==> src/hdl/uetu_pkg.sv <==
package uetu_pkg;

    localparam int FIFO_DEPTH = 4;
    localparam int FIFO_AW    = $clog2(FIFO_DEPTH);

    localparam logic [7:0] CH_BSL  = 8'h5C;
    localparam logic [7:0] CH_U    = 8'h75;
    localparam logic [7:0] LIM_1B  = 8'h7F;

    typedef enum logic [2:0] {
        PH_IDLE = 3'd0,
        PH_BSL  = 3'd1,
        PH_HEX0 = 3'd2,
        PH_HEX1 = 3'd3,
        PH_HEX2 = 3'd4,
        PH_HEX3 = 3'd5,
        PH_SKIP = 3'd6
    } t_phase;

    // One command holds all result beats caused by one input beat.
    typedef struct packed {
        logic [1:0]      cnt_m1;
        logic [2:0][7:0] bytes;
        logic            last;
        logic            err;
    } t_cmd;

    typedef struct packed {
        logic       ok;
        logic [3:0] val;
    } t_hex;

    function automatic t_hex hex_decode(input logic [7:0] b);
        t_hex h;
        h.ok  = 1'b1;
        h.val = 4'd0;
        if (b >= 8'h30 && b <= 8'h39) begin
            h.val = 4'(b - 8'h30);
        end else if (b >= 8'h41 && b <= 8'h46) begin
            h.val = 4'(b - 8'h37);
        end else if (b >= 8'h61 && b <= 8'h66) begin
            h.val = 4'(b - 8'h57);
        end else begin
            h.ok = 1'b0;
        end
        return h;
    endfunction

endpackage

==> src/hdl/uetu_front.sv <==
module uetu_front (
    input  logic              i_clk,
    input  logic              i_rst_n,
    input  logic              i_valid,
    input  logic [7:0]        i_byte,
    input  logic              i_last,
    output logic              o_cmd_valid,
    output uetu_pkg::t_cmd    o_cmd
);

    uetu_pkg::t_phase r_phase, n_phase;
    logic [11:0]      r_acc, n_acc;
    uetu_pkg::t_hex   hex;
    logic [15:0]      cp;

    always_ff @(posedge i_clk) begin
        if (!i_rst_n) begin
            r_phase <= uetu_pkg::PH_IDLE;
            r_acc   <= 12'd0;
        end else if (i_valid) begin
            r_phase <= n_phase;
            r_acc   <= n_acc;
        end
    end

    always_comb begin
        hex         = uetu_pkg::hex_decode(i_byte);
        cp          = {r_acc, hex.val};
        n_phase     = r_phase;
        n_acc       = r_acc;
        o_cmd_valid = 1'b0;
        o_cmd       = '0;
        case (r_phase)
            uetu_pkg::PH_BSL: begin
                if (i_byte == uetu_pkg::CH_U) begin
                    n_acc = 12'd0;
                    if (i_last) begin
                        n_phase     = uetu_pkg::PH_IDLE;
                        o_cmd_valid = 1'b1;
                        o_cmd.last  = 1'b1;
                        o_cmd.err   = 1'b1;
                    end else begin
                        n_phase = uetu_pkg::PH_HEX0;
                    end
                end else begin
                    o_cmd_valid    = 1'b1;
                    o_cmd.bytes[0] = uetu_pkg::CH_BSL;
                    if (i_byte == uetu_pkg::CH_BSL && !i_last) begin
                        n_phase = uetu_pkg::PH_BSL;
                    end else begin
                        n_phase        = uetu_pkg::PH_IDLE;
                        o_cmd.cnt_m1   = 2'd1;
                        o_cmd.bytes[1] = i_byte;
                        o_cmd.last     = i_last;
                    end
                end
            end
            uetu_pkg::PH_HEX0, uetu_pkg::PH_HEX1, uetu_pkg::PH_HEX2, uetu_pkg::PH_HEX3: begin
                if (!hex.ok || (i_last && r_phase != uetu_pkg::PH_HEX3)) begin
                    n_phase     = i_last ? uetu_pkg::PH_IDLE : uetu_pkg::PH_SKIP;
                    n_acc       = 12'd0;
                    o_cmd_valid = 1'b1;
                    o_cmd.last  = 1'b1;
                    o_cmd.err   = 1'b1;
                end else if (r_phase != uetu_pkg::PH_HEX3) begin
                    n_acc   = cp[11:0];
                    n_phase = uetu_pkg::t_phase'(r_phase + 3'd1);
                end else begin
                    n_acc       = 12'd0;
                    n_phase     = uetu_pkg::PH_IDLE;
                    o_cmd_valid = 1'b1;
                    o_cmd.last  = i_last;
                    if (cp[15:7] == 9'd0) begin
                        o_cmd.bytes[0] = cp[7:0];
                    end else if (cp[15:11] == 5'd0) begin
                        o_cmd.cnt_m1   = 2'd1;
                        o_cmd.bytes[0] = {3'b110, cp[10:6]};
                        o_cmd.bytes[1] = {2'b10, cp[5:0]};
                    end else begin
                        o_cmd.cnt_m1   = 2'd2;
                        o_cmd.bytes[0] = {4'b1110, cp[15:12]};
                        o_cmd.bytes[1] = {2'b10, cp[11:6]};
                        o_cmd.bytes[2] = {2'b10, cp[5:0]};
                    end
                end
            end
            uetu_pkg::PH_SKIP: begin
                if (i_last) begin
                    n_phase = uetu_pkg::PH_IDLE;
                    n_acc   = 12'd0;
                end
            end
            default: begin
                n_acc = 12'd0;
                if (i_byte == uetu_pkg::CH_BSL && !i_last) begin
                    n_phase = uetu_pkg::PH_BSL;
                end else begin
                    n_phase        = uetu_pkg::PH_IDLE;
                    o_cmd_valid    = 1'b1;
                    o_cmd.bytes[0] = i_byte;
                    o_cmd.last     = i_last;
                end
            end
        endcase
    end

endmodule

==> src/hdl/uetu_fifo.sv <==
module uetu_fifo (
    input  logic           i_clk,
    input  logic           i_rst_n,
    input  logic           i_wr,
    input  uetu_pkg::t_cmd i_wdata,
    output logic           o_full,
    input  logic           i_rd,
    output uetu_pkg::t_cmd o_rdata,
    output logic           o_empty
);

    uetu_pkg::t_cmd                 r_mem [uetu_pkg::FIFO_DEPTH];
    logic [uetu_pkg::FIFO_AW-1:0]   r_wptr, r_rptr;
    logic [uetu_pkg::FIFO_AW:0]     r_count;
    logic                           wr_en, rd_en;

    assign o_full  = (r_count == (uetu_pkg::FIFO_AW+1)'(uetu_pkg::FIFO_DEPTH));
    assign o_empty = (r_count == '0);
    assign wr_en   = i_wr && !o_full;
    assign rd_en   = i_rd && !o_empty;
    assign o_rdata = r_mem[r_rptr];

    always_ff @(posedge i_clk) begin
        if (wr_en) begin
            r_mem[r_wptr] <= i_wdata;
        end
    end

    always_ff @(posedge i_clk) begin
        if (!i_rst_n) begin
            r_wptr  <= '0;
            r_rptr  <= '0;
            r_count <= '0;
        end else begin
            if (wr_en) begin
                r_wptr <= r_wptr + 1'b1;
            end
            if (rd_en) begin
                r_rptr <= r_rptr + 1'b1;
            end
            if (wr_en && !rd_en) begin
                r_count <= r_count + 1'b1;
            end else if (rd_en && !wr_en) begin
                r_count <= r_count - 1'b1;
            end
        end
    end

endmodule

==> src/hdl/uetu_back.sv <==
module uetu_back (
    input  logic           i_clk,
    input  logic           i_rst_n,
    input  logic           i_cmd_empty,
    input  uetu_pkg::t_cmd i_cmd,
    output logic           o_cmd_pop,
    output logic           o_empty,
    input  logic           i_pop,
    output logic [7:0]     o_byte,
    output logic           o_last,
    output logic           o_error
);

    logic       r_valid;
    logic [1:0] r_idx, n_idx;
    logic [7:0] r_byte;
    logic       r_last, r_error;
    logic       load, at_end;

    assign load      = !i_cmd_empty && (!r_valid || i_pop);
    assign at_end    = (r_idx == i_cmd.cnt_m1);
    assign o_cmd_pop = load && at_end;
    assign n_idx     = at_end ? 2'd0 : r_idx + 2'd1;

    assign o_empty = !r_valid;
    assign o_byte  = r_byte;
    assign o_last  = r_last;
    assign o_error = r_error;

    always_ff @(posedge i_clk) begin
        if (!i_rst_n) begin
            r_valid <= 1'b0;
            r_idx   <= 2'd0;
        end else begin
            if (load) begin
                r_valid <= 1'b1;
                r_idx   <= n_idx;
            end else if (i_pop) begin
                r_valid <= 1'b0;
            end
        end
    end

    always_ff @(posedge i_clk) begin
        if (load) begin
            r_byte  <= i_cmd.bytes[r_idx];
            r_last  <= at_end && i_cmd.last;
            r_error <= i_cmd.err;
        end
    end

endmodule

==> src/hdl/unicode_escape_to_utf8.sv <==
// Streaming decoder of JSON "\uXXXX" escapes into UTF-8.
// Input side is a queue: drive i_in_byte and i_in_last with push high; the
// beat is taken at a rising edge where full is low. Mark the stream's final
// byte with i_in_last.
// Result side is a queue: while empty is low the oldest result is on
// o_out_byte, o_out_last and o_out_error; it is taken at an edge where pop
// is high. o_out_error beats carry byte zero and end the stream.
// One input beat causes zero to three result beats. A result passes the
// command queue and then the back end's output register before it shows.
// The front decoder takes one byte per cycle while full is low; the back
// end's single output register sends one result per cycle while pop is high;
// so a three-byte code point holds it for three results, and a four-entry
// command queue between them absorbs such bursts before full rises.
// Reset is synchronous: it returns the decoder to plain copy mode and drops
// all queued results. When the receiver stalls, the current result holds
// and the queue fills until full stops the input.
module unicode_escape_to_utf8 (
    input  logic       i_clk,
    input  logic       i_rst_n,
    input  logic       push,
    output logic       full,
    input  logic [7:0] i_in_byte,
    input  logic       i_in_last,
    output logic       empty,
    input  logic       pop,
    output logic [7:0] o_out_byte,
    output logic       o_out_last,
    output logic       o_out_error
);

    logic           in_valid;
    logic           cmd_valid;
    uetu_pkg::t_cmd cmd_in, cmd_out;
    logic           cmd_empty, cmd_pop;

    assign in_valid = push && !full;

    uetu_front u_front (
        .i_clk       (i_clk),
        .i_rst_n     (i_rst_n),
        .i_valid     (in_valid),
        .i_byte      (i_in_byte),
        .i_last      (i_in_last),
        .o_cmd_valid (cmd_valid),
        .o_cmd       (cmd_in)
    );

    uetu_fifo u_fifo (
        .i_clk   (i_clk),
        .i_rst_n (i_rst_n),
        .i_wr    (in_valid && cmd_valid),
        .i_wdata (cmd_in),
        .o_full  (full),
        .i_rd    (cmd_pop),
        .o_rdata (cmd_out),
        .o_empty (cmd_empty)
    );

    uetu_back u_back (
        .i_clk       (i_clk),
        .i_rst_n     (i_rst_n),
        .i_cmd_empty (cmd_empty),
        .i_cmd       (cmd_out),
        .o_cmd_pop   (cmd_pop),
        .o_empty     (empty),
        .i_pop       (pop),
        .o_byte      (o_out_byte),
        .o_last      (o_out_last),
        .o_error     (o_out_error)
    );

endmodule

==> config.mk <==
export PLATFORM = sky130hd
export DESIGN_NAME = unicode_escape_to_utf8
export DESIGN_NICKNAME = d
export VERILOG_FILES = /design/src/hdl/uetu_pkg.sv /design/src/hdl/uetu_front.sv /design/src/hdl/uetu_fifo.sv /design/src/hdl/uetu_back.sv /design/src/hdl/unicode_escape_to_utf8.sv
export SDC_FILE = /design/constraint.sdc
export NUM_CORES = 1
export LEC_CHECK = 0
export BUFFER_PORTS_ARGS = -buffer_cell sky130_fd_sc_hd__buf_4
export CORE_ASPECT_RATIO = 0.7
export CORE_MARGIN = 1
export CORE_UTILIZATION = 55
export CTS_BUF_LIST = sky130_fd_sc_hd__clkbuf_16
export CTS_CLUSTER_DIAMETER = 120
export DETAILED_ROUTE_END_ITERATION = 10
export PLACE_DENSITY = 0.84
export SYNTH_ARGS = -nofsm -noshare
export SYNTH_HDL_FRONTEND = slang
export SYNTH_HIERARCHICAL = 1
export SYNTH_SLANG_ARGS = --single-unit
==> constraint.sdc <==
create_clock -name i_clk -period 3 [get_ports i_clk]
set_clock_uncertainty 0.1 [all_clocks]
set_input_delay 0.45 -clock i_clk [delete_from_list [all_inputs] [get_ports i_clk]]
set_output_delay 0.45 -clock i_clk [all_outputs]
set_load 0.05 [all_outputs]
==> flow_metrics.py, run 1 <==
metrics = {
    "outcome": {
        "outcome": "finished, final reports clean",
    },
    "layout": {
        "layout_common_cells": "edfxtp_1, buf_4, nand2_1",
        "finish.utilization": 0.681,
        "layout.nets": 542,
        "layout_commonest_cell": "edfxtp_1",
        "final_cells": 689,
        "nFillCells": 818,
        "num_antenna_cells": 0,
        "area_growth_pct": 19.3,
        "finalInstanceArea_mm2": 0.00804,
        "drive_above_1_share": 0.289,
        "seq_area_mm2": 0.00421,
        "multi_input_area_mm2": 0.00238,
    },
    "pwr": {
        "p_int_mw": 4.93,
        "worst_ir_drop_vdd_mv": 0.583,
        "pwr-share-comb": 0.293,
        "p_switching_mw": 2.25,
        "fin_total_pwr_mw": 7.19,
        "pwr-share-seq": 0.395,
        "cellPowerDensity_mw_per_mm2": 893,
        "clkPwrFrac": 0.312,
        "power.leakage_nw": 2.79,
        "switching_share": 0.313,
    },
    "clocking": {
        "cts.sinks": 149,
        "clk_pin_slew_ps": 60,
        "clock_latency_ps": 420,
        "clockRootBuffer": "clkbuf_16",
        "cts_buffers": 17,
        "h-tree-depth": 4,
        "holdBufCountCts": 0,
        "cts_tree": "built",
        "cts.path.max_buffers": 2,
    },
    "routing": {
        "drt_iter0_drc": 417,
        "first_pass_iters": 5,
        "drcViolationCount": 0,
        "routed_wl_um": 15500,
        "routed_via_density": 6.23,
        "wl_per_cell_um": 22.5,
        "vias": 4294,
        "ant_nets": 0,
    },
    "worst_setup_path": {
        "cp_max_fo": 4,
        "required_ps": 3250,
        "max_stage_delay_ps": 560,
        "critical_path_class": "reg2reg",
        "start_kind": "flop",
        "arrival_ps": 3160,
        "end_kind": "flop",
        "cp_slowest_cell": "mux4_2",
        "critical_path_buf_inv_count": 2,
        "crit_chain": "mux4_2 > xor2_2 > nor4_1 > buf_4 > o31ai_4 > ha_2 > inv_1 > fa_2 > xor2_1 > or3_1 > a21boi_1",
        "cp_top_family": "multiplexers",
    },
    "synthesis": {
        "syn_area_mm2": 0.00674,
        "synth_seq_cells": 149,
        "yosys_warnings": 6,
        "syn_avg_cell_area_um2": 14.8,
        "ys_seq_area_frac": 0.623,
        "synth_cells": 456,
        "synth_edf_count": 122,
        "ys.flop_type": "edfxtp_1",
        "synth_nets": 479,
        "ys_types": 69,
        "async_reset_ff_frac": 0,
    },
    "sta": {
        "relSlewSlack": 0.309,
        "finalWorstSetupSlack_ps": 95.0,
        "worst_pin_slew_ps": 1030,
        "grt_setup_unrepaired": "yes",
        "hold_viol": 0,
        "whs_ps": 266,
        "finalSetupTns_ps": 0,
        "setup_viol": 0,
        "finalMaxSlewViolations": 0,
        "fin_crit_sh": 0.968,
        "clock.fmax_mhz": 344,
        "post-route-min-period_ps": 2900,
    },
    "global_routing": {
        "antenna_found_initial": 0,
        "track_usage": 0.264,
        "grt_pass1_vias": 4149,
        "grt_max_degree": 29,
        "grt_first_pass_wirelength_um": 23500,
        "grt_overflow": 0,
    },
    "placed_design": {
        "io_buffers": 24,
        "dp_cells": 655,
        "hpwlAfterDp_um": 10300,
        "dp_slack_ps": -216,
        "gp_congestion": 0.946,
        "post_dp_cell_area_mm2": 0.00735,
    },
    "die": {
        "die-area_mm2": 0.0127,
        "std_cell_rows": 33,
        "io_pins": 25,
        "core_mm2": 0.0118,
        "die_h_um": 94.6,
        "start_util": 0.571,
        "dieWidth_um": 134,
    },
    "min_path": {
        "holdCritStartpoint": "i_rst_n",
        "hold_path_class": "in2reg",
    },
    "run": {
        "maxCapViolations": 0,
    },
}
[power groups by stage]
| stage | clock, mW | combinational, mW | sequential [mW] |
|---|---|---|---|
| floorplan | 0 | 1.15 | 3.10 |
| global placement | 0 | 1.94 | 2.83 |
| detailed placement | 0 | 2.03 | 2.87 |
| CTS | 2.27 | 2.06 | 2.84 |
| global route | 2.35 | 2.24 | 2.87 |
| finish | 2.24 | 2.10 | 2.84 |
[worst paths after layout]
kind                                     endpoint  slack [ps]  cells after the start
setup / recovery   u_fifo/r_count[2]$_SDFFE_PN0P_         100                     11
hold / removal    u_front/r_phase[0]$_SDFFE_PN0P_         270                      2
setup reg to reg   u_fifo/r_count[2]$_SDFFE_PN0P_         100                     11
hold reg to reg     u_fifo/r_wptr[1]$_SDFFE_PN0P_         410                      2
[cells by family (layout without fill, tap and decap cells)]
kind of cell / count (synthesis) / after routing / synth area share
DFF: 149 / 149 / 0.623
and+or+nand+nor: 109 / 109 / 0.0941
AOI/OAI and AO/OA: 97 / 97 / 0.101
buffers and inverters: 42 / 118 / 0.0367
muxes: 41 / 41 / 0.115
adders and majority gates: 10 / 10 / 0.0197
xor gates and xnor gates: 7 / 7 / 0.00909
other: 1 / 1 / 0.000556
[worst register-to-register path, delay by kind of cell (launching register included)]
family | cells | cell delay (ps)
XOR/XNOR | 2 | 380
AO/OA/AOI/OAI | 2 | 210
buffers and inverters | 2 | 240
adder cells (fa/ha/maj) | 2 | 550
AND/OR/NAND/NOR | 2 | 410
multiplexers | 1 | 560
flip-flops | 1 | 380
[flip-flops by register name (all words and copies together) (netlist names), named ones only]
signal	count
u_back/o_byte	8
u_back/o_error	1
u_back/o_last	1
u_back/r_idx	2
u_back/r_valid	1
u_fifo/r_count	3
u_fifo/r_mem	112
u_fifo/r_rptr	2
u_fifo/r_wptr	2
u_front/r_acc	12
u_front/r_phase	3
[layer usage]
metal,up-vias,global-route usage,part of all wire
li1,1906,-,-
met1,2169,0.362,0.42
met2,194,0.423,0.48
met3,25,0.0639,0.077
met4,0,0.0768,0.017
met5,-,0,0
[cells in the mapped netlist, types with 11 or more instances]
cell type / number / area share
nand2_1: 31 / 0.017
dfxtp_1: 27 / 0.080
edfxtp_1: 122 / 0.54
mux2i_1: 13 / 0.019
inv_1: 17 / 0.0095
nor2_1: 14 / 0.0078
mux4_2: 24 / 0.080
o21ai_0: 11 / 0.0082
a21oi_1: 22 / 0.016
o21ai_1: 13 / 0.0096
a22o_1: 11 / 0.014
and2_1: 16 / 0.015
[cell type report]
cell class,count,share of cell area
flip-flops and latches,149,0.524
multi-input cells,265,0.296
repair buffers,68,0.0697
clock buffers,17,0.0529
clock inverters,15,0.0254
well taps,157,0.0244
inverters,18,0.00840
[repair_timing]
item	CTS	global route
pin swaps	0	3
gates cloned	0	0
setup endpoints to repair	1	1
resized for setup	2	8
setup buffers	0	2
Note: power is estimated with default switching activity, not from simulation.
==> inputs of run 2 (changes only) <==
--- a/config.mk
+++ b/config.mk
@@ -5,14 +5,16 @@
 export SDC_FILE = /design/constraint.sdc
 export NUM_CORES = 1
 export LEC_CHECK = 0
-export BUFFER_PORTS_ARGS = -buffer_cell sky130_fd_sc_hd__buf_4
+export ABC_AREA = 1
 export CORE_ASPECT_RATIO = 0.7
 export CORE_MARGIN = 1
 export CORE_UTILIZATION = 55
 export CTS_BUF_LIST = sky130_fd_sc_hd__clkbuf_16
 export CTS_CLUSTER_DIAMETER = 120
 export DETAILED_ROUTE_END_ITERATION = 10
-export PLACE_DENSITY = 0.84
+export DONT_BUFFER_PORTS = 1
+export MAX_ROUTING_LAYER = met4
+export PLACE_DENSITY = 0.82
 export SYNTH_ARGS = -nofsm -noshare
 export SYNTH_HDL_FRONTEND = slang
 export SYNTH_HIERARCHICAL = 1
==> flow_metrics.py, run 2 <==
metrics = {
    "sta": {
        "finalMaxSlewViolations": 0,
        "setup_viol": 0,
        "relSlewSlack": 0.439,
        "hold_viol": 0,
        "clock.fmax_mhz": 361,
        "post-route-min-period_ps": 2770,
        "fin_crit_sh": 0.923,
        "grt_setup_unrepaired": "no",
        "worst_pin_slew_ps": 832,
        "finalWorstSetupSlack_ps": 232,
    },
    "synthesis": {
        "synthTopCellsByArea": "edfxtp_1, dfxtp_1, nor2_1",
        "syn_area_mm2": 0.00711,
        "synth_most_common_cell": "edfxtp_1",
        "syn_avg_cell_area_um2": 10.2,
        "synth_top_area_cell": "edfxtp_1",
        "synth_commonest_cells": "edfxtp_1, nor2_1, nand2_1",
        "synth_nets": 720,
        "synth_edf_count": 122,
        "synth_cells": 697,
        "synth_top_area_frac": 0.515,
        "ys_types": 41,
        "synth_seq_cells": 149,
        "ys_seq_area_frac": 0.592,
        "async_reset_ff_frac": 0,
        "ys.flop_type": "edfxtp_1",
        "yosys_warnings": 6,
    },
    "layout": {
        "largest_reg_flops": 112,
        "layout_common_cells": "edfxtp_1, nor2_1, nand2_1",
        "num_antenna_cells": 0,
        "drive_above_1_share": 0.188,
        "layout_commonest_cell": "edfxtp_1",
        "layout.nets": 733,
        "finalInstanceArea_mm2": 0.00791,
        "seq_area_mm2": 0.00421,
        "final_cells": 885,
        "regMostFlops": "u_fifo/r_mem",
        "finish.utilization": 0.632,
        "multi_input_area_mm2": 0.00244,
        "nFillCells": 950,
        "area_growth_pct": 11.3,
    },
    "placed_design": {
        "dp_slack_ps": -61.5,
        "dp_cells": 852,
        "gp_congestion": 0.961,
        "io_buffers": 0,
        "post_dp_cell_area_mm2": 0.00731,
        "hpwlAfterDp_um": 10900,
    },
    "clocking": {
        "cts_buffers": 17,
        "cts_tree": "built",
        "cts.path.max_buffers": 2,
        "cts.sinks": 149,
        "clockRootBuffer": "clkbuf_16",
        "clock_latency_ps": 420,
        "h-tree-depth": 4,
        "holdBufCountCts": 0,
        "clk_pin_slew_ps": 60,
    },
    "global_routing": {
        "track_usage": 0.265,
        "grt_max_degree": 44,
        "grt_overflow": 0,
        "antenna_found_initial": 0,
        "grt_first_pass_wirelength_um": 25400,
        "grt_pass1_vias": 4951,
    },
    "routing": {
        "route.met2.wl_um": 7620,
        "wl_per_cell_um": 18.6,
        "highest_layer": "met4",
        "wl_met1_um": 7100,
        "vias": 5286,
        "ant_nets": 0,
        "first_pass_iters": 6,
        "drt_iter0_drc": 601,
        "routed_via_density": 5.97,
        "drcViolationCount": 0,
        "met3_wirelength_um": 1480,
        "routed_wl_um": 16400,
    },
    "pwr": {
        "cellPowerDensity_mw_per_mm2": 861,
        "power.leakage_nw": 2.91,
        "worst_ir_drop_vdd_mv": 0.541,
    },
    "die": {
        "core_mm2": 0.0125,
        "io_pins": 25,
        "die-area_mm2": 0.0134,
        "start_util": 0.568,
        "die_h_um": 97.1,
        "std_cell_rows": 34,
        "dieWidth_um": 138,
    },
    "min_path": {
        "hold_path_class": "in2reg",
    },
    "worst_setup_path": {
        "cp_max_fo": 14,
        "critical_path_class": "reg2reg",
        "end_kind": "flop",
        "arrival_ps": 2980,
        "required_ps": 3210,
        "start_kind": "flop",
    },
    "outcome": {
        "outcome": "finished, final reports clean",
    },
    "run": {
        "maxCapViolations": 0,
    },
}
## run 2: kinds of logic after synthesis
| kind of cell | share of synthesized area |
|---|---|
| xor gates and xnor gates | 0.00123 |
| other | 0.000528 |
| adders and majority gates | 0.0187 |
| AOI/OAI and AO/OA | 0.126 |
| DFF | 0.592 |
| and+or+nand+nor | 0.194 |
| buffers and inverters | 0.0683 |
## run 2: layout make-up
cell class,instances,area share
sequential,149,0.532
timing repair buffer,21,0.0263
clock buffer,17,0.0538
multi-input combinational,447,0.309
tap,162,0.0256
clock inverter,15,0.0185
inverter,74,0.0351
## run 2: worst paths after layout
kind	from	end	slack, ps	cells past startpoint
setup / recovery	flop	u_fifo/r_count[1]$_SDFFE_PN0P_	230	14
setup reg to reg	flop	u_fifo/r_count[1]$_SDFFE_PN0P_	230	14
hold / removal	i_rst_n	u_fifo/r_count[2]$_SDFFE_PN0P_	70	2
hold reg to reg	u_front/r_acc[6]$_SDFFE_PN0P_	u_front/r_acc[10]$_SDFFE_PN0P_	380	2
## run 2: metal layers
metal,GRT usage,vias to the layer above
met1,0.358,2527
met5,-,-
met4,0.0878,0
li1,-,2434
met2,0.394,295
met3,0.0605,30
## run 2: stage by stage
| stage | setup TNS, ps | hold WS [ps] | total power, mW |
|---|---|---|---|
| detailed placement | -61.5 | 374 | 4.75 |
| global route | 0 | 47.6 | 7.11 |
| CTS | 0 | 47.3 | 6.79 |
| floorplan | -43650 | 355 | 4.30 |
| finish | 0 | 65.5 | 6.81 |
| global placement | 0 | 367 | 4.64 |
## run 2: what timing repair did
| action | CTS | global route |
|---|---|---|
| buffers inserted | 0 | 1 |
| setup endpoints to repair | 0 | 2 |
| resized for setup | 0 | 6 |
## run 2: critical path: stages, from the launching register on
cell	delay [ps]
dfxtp_1	460
inv_2	170
o21ai_0	220
o22ai_2	130
inv_1	80
nand2_1	100
nand2_4	80
nand3_2	100
inv_1	140
nand2_1	120
ha_1	220
inv_1	90
fa_2	430
o21ai_0	160
nor2_1	50
## run 2: power by group
group          switching (mW)  internal (mW)
clock network           0.888           1.16
registers               0.409           2.72
logic                    1.13          0.499
total                    2.43           4.38
